[config.mk]
export PLATFORM = sky130hd
export DESIGN_NAME = tpc_back
export DESIGN_NICKNAME = d
export VERILOG_FILES = /design/src/hw/rtl/tpc_pkg.sv /design/src/hw/rtl/tpc_back.sv
export SDC_FILE = /design/constraint.sdc
export NUM_CORES = 2
export LEC_CHECK = 0
export ABC_AREA = 1
export BUFFER_PORTS_ARGS = -buffer_cell sky130_fd_sc_hd__buf_2
export CELL_PAD_IN_SITES_DETAIL_PLACEMENT = 0
export CELL_PAD_IN_SITES_GLOBAL_PLACEMENT = 1
export CORE_MARGIN = 1.5
export CORE_UTILIZATION = 50
export DETAILED_ROUTE_END_ITERATION = 12
export GPL_ROUTABILITY_DRIVEN = 0
export PLACE_DENSITY_LB_ADDON = 0.25
export SETUP_SLACK_MARGIN = 0.3
export SLEW_MARGIN = 10
export SYNTH_ARGS = -nofsm -noshare
export SYNTH_HDL_FRONTEND = slang
export SYNTH_SLANG_ARGS = --single-unit
[constraint.sdc]
create_clock -name clk -period 10.1 [get_ports clk]
set_input_delay 1.515 -clock clk [delete_from_list [all_inputs] [get_ports clk]]
set_output_delay 1.515 -clock clk [all_outputs]
set_load 0.01 [all_outputs]
[src/hw/rtl/tpc_pkg.sv]
// shared types, constants and helpers for the temperature and pressure compensation block
package tpc_pkg;

    // configuration register indexes
    localparam logic [2:0] REG_TEMP_T1     = 3'd0;
    localparam logic [2:0] REG_TEMP_T2_T3  = 3'd1;
    localparam logic [2:0] REG_PRESS_P1    = 3'd2;
    localparam logic [2:0] REG_PRESS_P2_P3 = 3'd3;
    localparam logic [2:0] REG_PRESS_P4_P5 = 3'd4;
    localparam logic [2:0] REG_PRESS_P6_P7 = 3'd5;
    localparam logic [2:0] REG_PRESS_P8_P9 = 3'd6;

    localparam int CFG_IDX_W = 3;
    localparam int QUO_W     = 32;

    localparam logic signed [31:0] PRESS_OFFSET = 32'sd64000;
    localparam logic [31:0]        RAW_FULL     = 32'd1048576;
    localparam logic [31:0]        PRESS_SCALE  = 32'd3125;
    localparam logic [31:0]        HALF_RANGE   = 32'h8000_0000;
    localparam logic signed [31:0] P1_BIAS      = 32'sd32768;
    localparam logic signed [31:0] ROUND_TEMP   = 32'sd128;

    typedef struct packed {
        logic [19:0] raw_temperature;
        logic [19:0] raw_pressure;
    } in_word_t;

    typedef struct packed {
        logic signed [31:0] temperature_centi_deg;
        logic [31:0]        pressure_pa;
        logic               pressure_valid;
    } out_word_t;

    typedef struct packed {
        logic [15:0]        t1;
        logic signed [15:0] t2;
        logic signed [15:0] t3;
        logic [15:0]        p1;
        logic signed [15:0] p2;
        logic signed [15:0] p3;
        logic signed [15:0] p4;
        logic signed [15:0] p5;
        logic signed [15:0] p6;
        logic signed [15:0] p7;
        logic signed [15:0] p8;
        logic signed [15:0] p9;
    } calib_t;

    // wrapped 32-bit signed product
    function automatic logic signed [31:0] mul32(input logic signed [31:0] a,
                                                 input logic signed [31:0] b);
        logic signed [63:0] full;
        full = a * b;
        return full[31:0];
    endfunction

endpackage

[src/hw/rtl/tpc_back.sv]
// back stages: divide fix-up and final pressure correction
module tpc_back (
    input  logic               clk,
    input  logic               rst_n,
    input  logic               adv,
    input  logic               in_valid,
    input  logic [31:0]        quotient,
    input  logic               dbl,
    input  logic               div_ok,
    input  logic signed [31:0] temp_in,
    input  tpc_pkg::calib_t    cal,
    output logic               out_valid,
    output tpc_pkg::out_word_t out_word
);
    logic [2:0]         v_reg;
    logic [31:0]        b1_p_reg, b2_p_reg, b3_p_reg;
    logic               b1_ok_reg, b2_ok_reg, b3_ok_reg;
    logic signed [31:0] b1_t_reg, b2_t_reg, b3_t_reg;
    logic [31:0]        b1_sq_reg;
    logic signed [31:0] b2_v1_reg, b2_v2_reg;
    logic signed [31:0] b3_c_reg;
    logic [31:0]        p_fix, p3;
    logic [31:0]        sq_lo;
    logic signed [31:0] sum;

    // square of p/8 wraps at 32 bits
    assign p_fix   = dbl ? {quotient[30:0], 1'b0} : quotient;
    assign p3      = p_fix >> 3;
    assign sq_lo   = p3 * p3;
    assign sum     = b2_v1_reg + b2_v2_reg + 32'(cal.p7);

    always_ff @(posedge clk or negedge rst_n) begin
        if (!rst_n)
            v_reg <= '0;
        else if (adv)
            v_reg <= {v_reg[1:0], in_valid};
    end

    always_ff @(posedge clk) begin
        if (adv)
        begin
            b1_p_reg  <= p_fix;
            b1_sq_reg <= {13'd0, sq_lo[31:13]};
            b1_ok_reg <= div_ok;
            b1_t_reg  <= temp_in;
            b2_p_reg  <= b1_p_reg;
            b2_v1_reg <= tpc_pkg::mul32(32'(cal.p9), b1_sq_reg) >>> 12;
            b2_v2_reg <= tpc_pkg::mul32({2'b00, b1_p_reg[31:2]}, 32'(cal.p8)) >>> 13;
            b2_ok_reg <= b1_ok_reg;
            b2_t_reg  <= b1_t_reg;
            b3_c_reg  <= sum >>> 4;
            b3_p_reg  <= b2_p_reg;
            b3_ok_reg <= b2_ok_reg;
            b3_t_reg  <= b2_t_reg;
        end
    end

    assign out_valid                = v_reg[2];
    assign out_word.temperature_centi_deg = b3_t_reg;
    assign out_word.pressure_pa     = b3_ok_reg ? (b3_p_reg + b3_c_reg) : 32'd0;
    assign out_word.pressure_valid  = b3_ok_reg;
endmodule

# Word level (Yosys, flattened, before mapping)
# Index checks and enable logic that the tools add are counted.
[word_totals] input_bits=262 latchBits=0 memories=0 mem_bits_ro=0 output_inout_bits=66 wordCells=23 ram_bits=0 ff_bits=274
[classes] n_eq_ne=0 addsub=3 bitwise_logic=0 n_shift=0 div=0 n_mux=2 mul=3 reduce_logical=0 n_lt_le_gt_ge=0
[op_table] op="2-to-1 mux 32 bit" count=2
[op_table] op="adder 32 bit" count=1
[op_table] op="multiplier 16 x 20 -> 32 bit" count=1
[op_table] op="multiplier 29 x 29 -> 32 bit" count=1
[op_table] op="multiplier 31 x 16 -> 32 bit" count=1
[op_table] op="adder 21 x 16 -> 22 bit" count=1
[op_table] op="adder 20 x 19 -> 21 bit" count=1

# Depth between registers and ports, before layout
[depth] word_depth=2 mapped_depth=36 ltp_nobuf=33

# Worst setup path before layout
# Ideal clock, no wire load.
[synth_path] kind="input port to flip-flop" startpoint="input port dbl" endpoint="register b1_sq_reg[15] (data pin)" setup_ns=0.260 t_arrival_ns=8.300 setup_slack_ns=1.540 path_stages=29 required_ns=9.840 n_path_buf=3 path_cell_list="buf_6 > inv_4 > buf_6 > buf_6 > or2_2 > o21ai_1 > clkinv_1 > nand2_1 > fa_1 > fa_1 > fa_1 > inv_1 > fa_1 > inv_1 > fa_1 > fa_1 > fa_1 > inv_1 > fa_1 > ha_1 > nand2_1 > nor4_1 > nand3_1 > nand3_2 > nand2_1 > nand2_2 > a21boi_1 > o21ai_2 > xor2_1"
[synth_between] elab_chain_cells=2
[synth_lines] element="start: declaration" line_no="tpc_back.sv:8" rtl="input logic dbl,"
[synth_lines] element="2-to-1 mux 32 bit" line_no="tpc_back.sv:27" rtl="assign p_fix = dbl ? {quotient[30:0], 1'b0} : quotient;"
[synth_lines] element="via p_fix[18]" line_no="tpc_back.sv:22" rtl="logic [31:0] p_fix, p3;"
[synth_lines] element="multiplier 29 x 29 -> 32 bit" line_no="tpc_back.sv:29" rtl="assign sq_lo = p3 * p3;"
[synth_lines] element="via sq_lo[28]" line_no="tpc_back.sv:23" rtl="logic [31:0] sq_lo;"
[synth_lines] element="end signal: assignment" line_no="tpc_back.sv:43" rtl="b1_sq_reg <= {13'd0, sq_lo[31:13]};"
[synth_lines] element="end: declaration" line_no="tpc_back.sv:19" rtl="logic [31:0] b1_sq_reg;"
# The timed path passes the listed nets, and every way through them passes these cells.
# A chain may end at the register's enable or synchronous reset.

# Final worst setup path
[layout_path] startpoint="input port dbl" endpoint="register b1_sq_reg[18] (data pin)"
# The elaborated chain is that of the path after synthesis.

==> impl_metrics.tcl <==
set metrics [dict create \
    fin_nets 6944 \
    cts_buffers 31 \
    synth.top_cell.area_share_pct 39.1 \
    clock_skew_ns 0.0177 \
    die_height_um 310 \
    grt_pass1_vias 35600 \
    worstMarginPinSlew_ns 1.18 \
    busiest_layer "met2" \
    drt-total-wl_mm 123 \
    cts_resized 0 \
    fin_crit_ns 9.12 \
    synth-edff-count 271 \
    grt_max_degree 132 \
    crit_fanout 22 \
    hp-class "flop to flop" \
    crit_path_start_kind "input pin" \
    cap_viol_max_count 0 \
    path_clk_slew_ns 0.07 \
    crit_type "input pin to flop" \
    met1_usage_pct 37.3 \
    io_pins 328 \
    end_kind "flop" \
    cts_root_buf "clkbuf_16" \
    synth.most_common_cell "inv_1" \
    wl_per_cell_um 18.4 \
    drtAntennaViolNets 0 \
    drt-pass1-iter-count 8 \
    async_flop_share_pct 1.09 \
    path_common_cell "fa_1" \
    syn_avg_cell_area_um2 8.90 \
    report.final.setup_viol 0 \
    clock_latency_ns 0.60 \
    post-cts-setup-buffers 0 \
    grt_util_met2_pct 45.0 \
    gr-usage-met3_pct 3.08 \
    vias 34100 \
    setup_tns_ns 0 \
    synth_cells 5294 \
    cts_tree "done" \
    grt_pass1_wl_mm 197 \
    cts_hold_buf 0 \
    hpwl_mm 101 \
    core-area_um2 93300 \
    seq_area_frac_synth_pct 17.4 \
    drc 0 \
    synth_common_cells "inv_1 (1,461), nand2_1 (1,092), fa_1 (921), ha_1 (358), nor2_1 (317)" \
    relSlewSlack_pct 21.1 \
    final_max_slew_viol_count 0 \
    max_freq_ghz 0.110 \
    ys_types 55 \
    status "finished clean" \
    vias_per_cell 5.11 \
    htree_levels 1 \
    synthTopCellsByArea "fa_1 (39%), edfxtp_1 (17%), inv_1 (12%)" \
    slowest_delay_ns 0.67 \
    drive_gt1_share_pct 6.85 \
    fp.dieW_um 310 \
    drt_iter0_markers 2370 \
    track_usage_pct 26.7 \
    dieArea_um2 96100 \
    gr-total-overflow 0 \
    synthFlopType "edfxtp_1" \
    slowest_stage "clkinv_1" \
    arrival_ns 9.48 \
    post-synth-top-area-cell "fa_1" \
    rows 112 \
    crit_required_ns 10.47 \
    yosys_warnings 0 \
    cts_buffer_depth 3 \
    area_growth_pct 6.78 \
    initial_core_util_pct 50.5 \
    synth_area_um2 47100 \
    synth_nets 6835 \
    antenna_found_initial 9 \
    rsz0062_at_grt "no" \
    period_share_pct 90.3 \
    hold_viol_final 0 \
    port-buffer-count 183 \
    ys_ff_latch 274 \
    cts.sinks 274 \
]
==> worst max-delay path, delay by kind of cell <==
kind	cells	cell delay [ns]
fa+ha+maj	9	4.28
simple gates	4	0.67
buf+inv	6	1.68
compound gates	6	1.31
==> layer usage <==
layer  share of wire [%]  vias up
li1                    -    15800
met1                  43    17100
met2                  48     1057
met3                 6.7      158
met4                 2.4        2
met5               0.011        -
==> metrics by stage <==
step	instances	cell area [um2]	hold WS [ns]	util (%)	setup slack [ns]
3_3_place_gp	6624	49300	0.401	52.9	0.504
5_1_grt	6682	50300	0.423	53.9	0.609
6_report	6684	50300	0.418	53.9	0.982
4_1_cts	6681	50300	0.419	53.9	1.09
2_1_floorplan	5294	47100	0.400	-	1.54
3_5_place_dp	6624	49300	0.405	52.9	0.464
==> worst paths after layout <==
kind / slack [ns] / depth (start not counted) / from / to
hold / removal: 0.42 / 0 / b1_t_reg[5] / b2_t_reg[5]
setup / recovery: 0.98 / 25 / dbl / b1_sq_reg[18]
hold reg to reg: 0.42 / 0 / b1_t_reg[5] / b2_t_reg[5]
min in group asynchronous: 0.72 / 1 / rst_n / v_reg[0]
max in group asynchronous: 9.27 / 1 / rst_n / v_reg[2]
setup reg to reg: 3.26 / 22 / b1_p_reg[10] / b2_v2_reg[18]
==> layout by cell type (no fill, tap or decap), drive strengths merged, types with 7 or more instances in the layout <==
cell type / count
a31oi: 16
nand4: 14
nor2: 320
a21o: 17
clkinv: 21
o211ai: 8
nand3: 59
o21a: 7
edfxtp: 271
xor2: 81
or2: 35
nor4: 12
ha: 358
clkbuf: 32
a21oi: 174
xnor2: 54
o21ai: 117
o21bai: 12
nand2: 1113
nor3: 33
fa: 921
buf: 229
inv: 1470
==> area by class of cell <==
cell class                      instances  area, um2
Timing Repair Buffer                  229       1270
Antenna cell                            3       7.51
Sequential cell                       274       8210
Clock buffer                           32        779
Clock inverter                         25        215
Inverter                             1474       5540
Multi-Input combinational cell       3393      32700
Fill cell                            8797      43000
Tap cell                             1254       1570
==> kinds of logic after synthesis <==
kind of cell	after synthesis	share of synthesized area, %
buffers and inverters	1627	13.1
AO/OA/AOI/OAI	380	4.75
flip-flops	274	17.4
AND/OR/NAND/NOR	1598	13.5
multiplexers	1	0.0239
XOR/XNOR	135	2.51
adder cells (fa/ha/maj)	1279	48.6
Power is left out: the tool's default activity adds up to more than one toggle a clock period on the data nets, which glitch-free logic cannot reach.
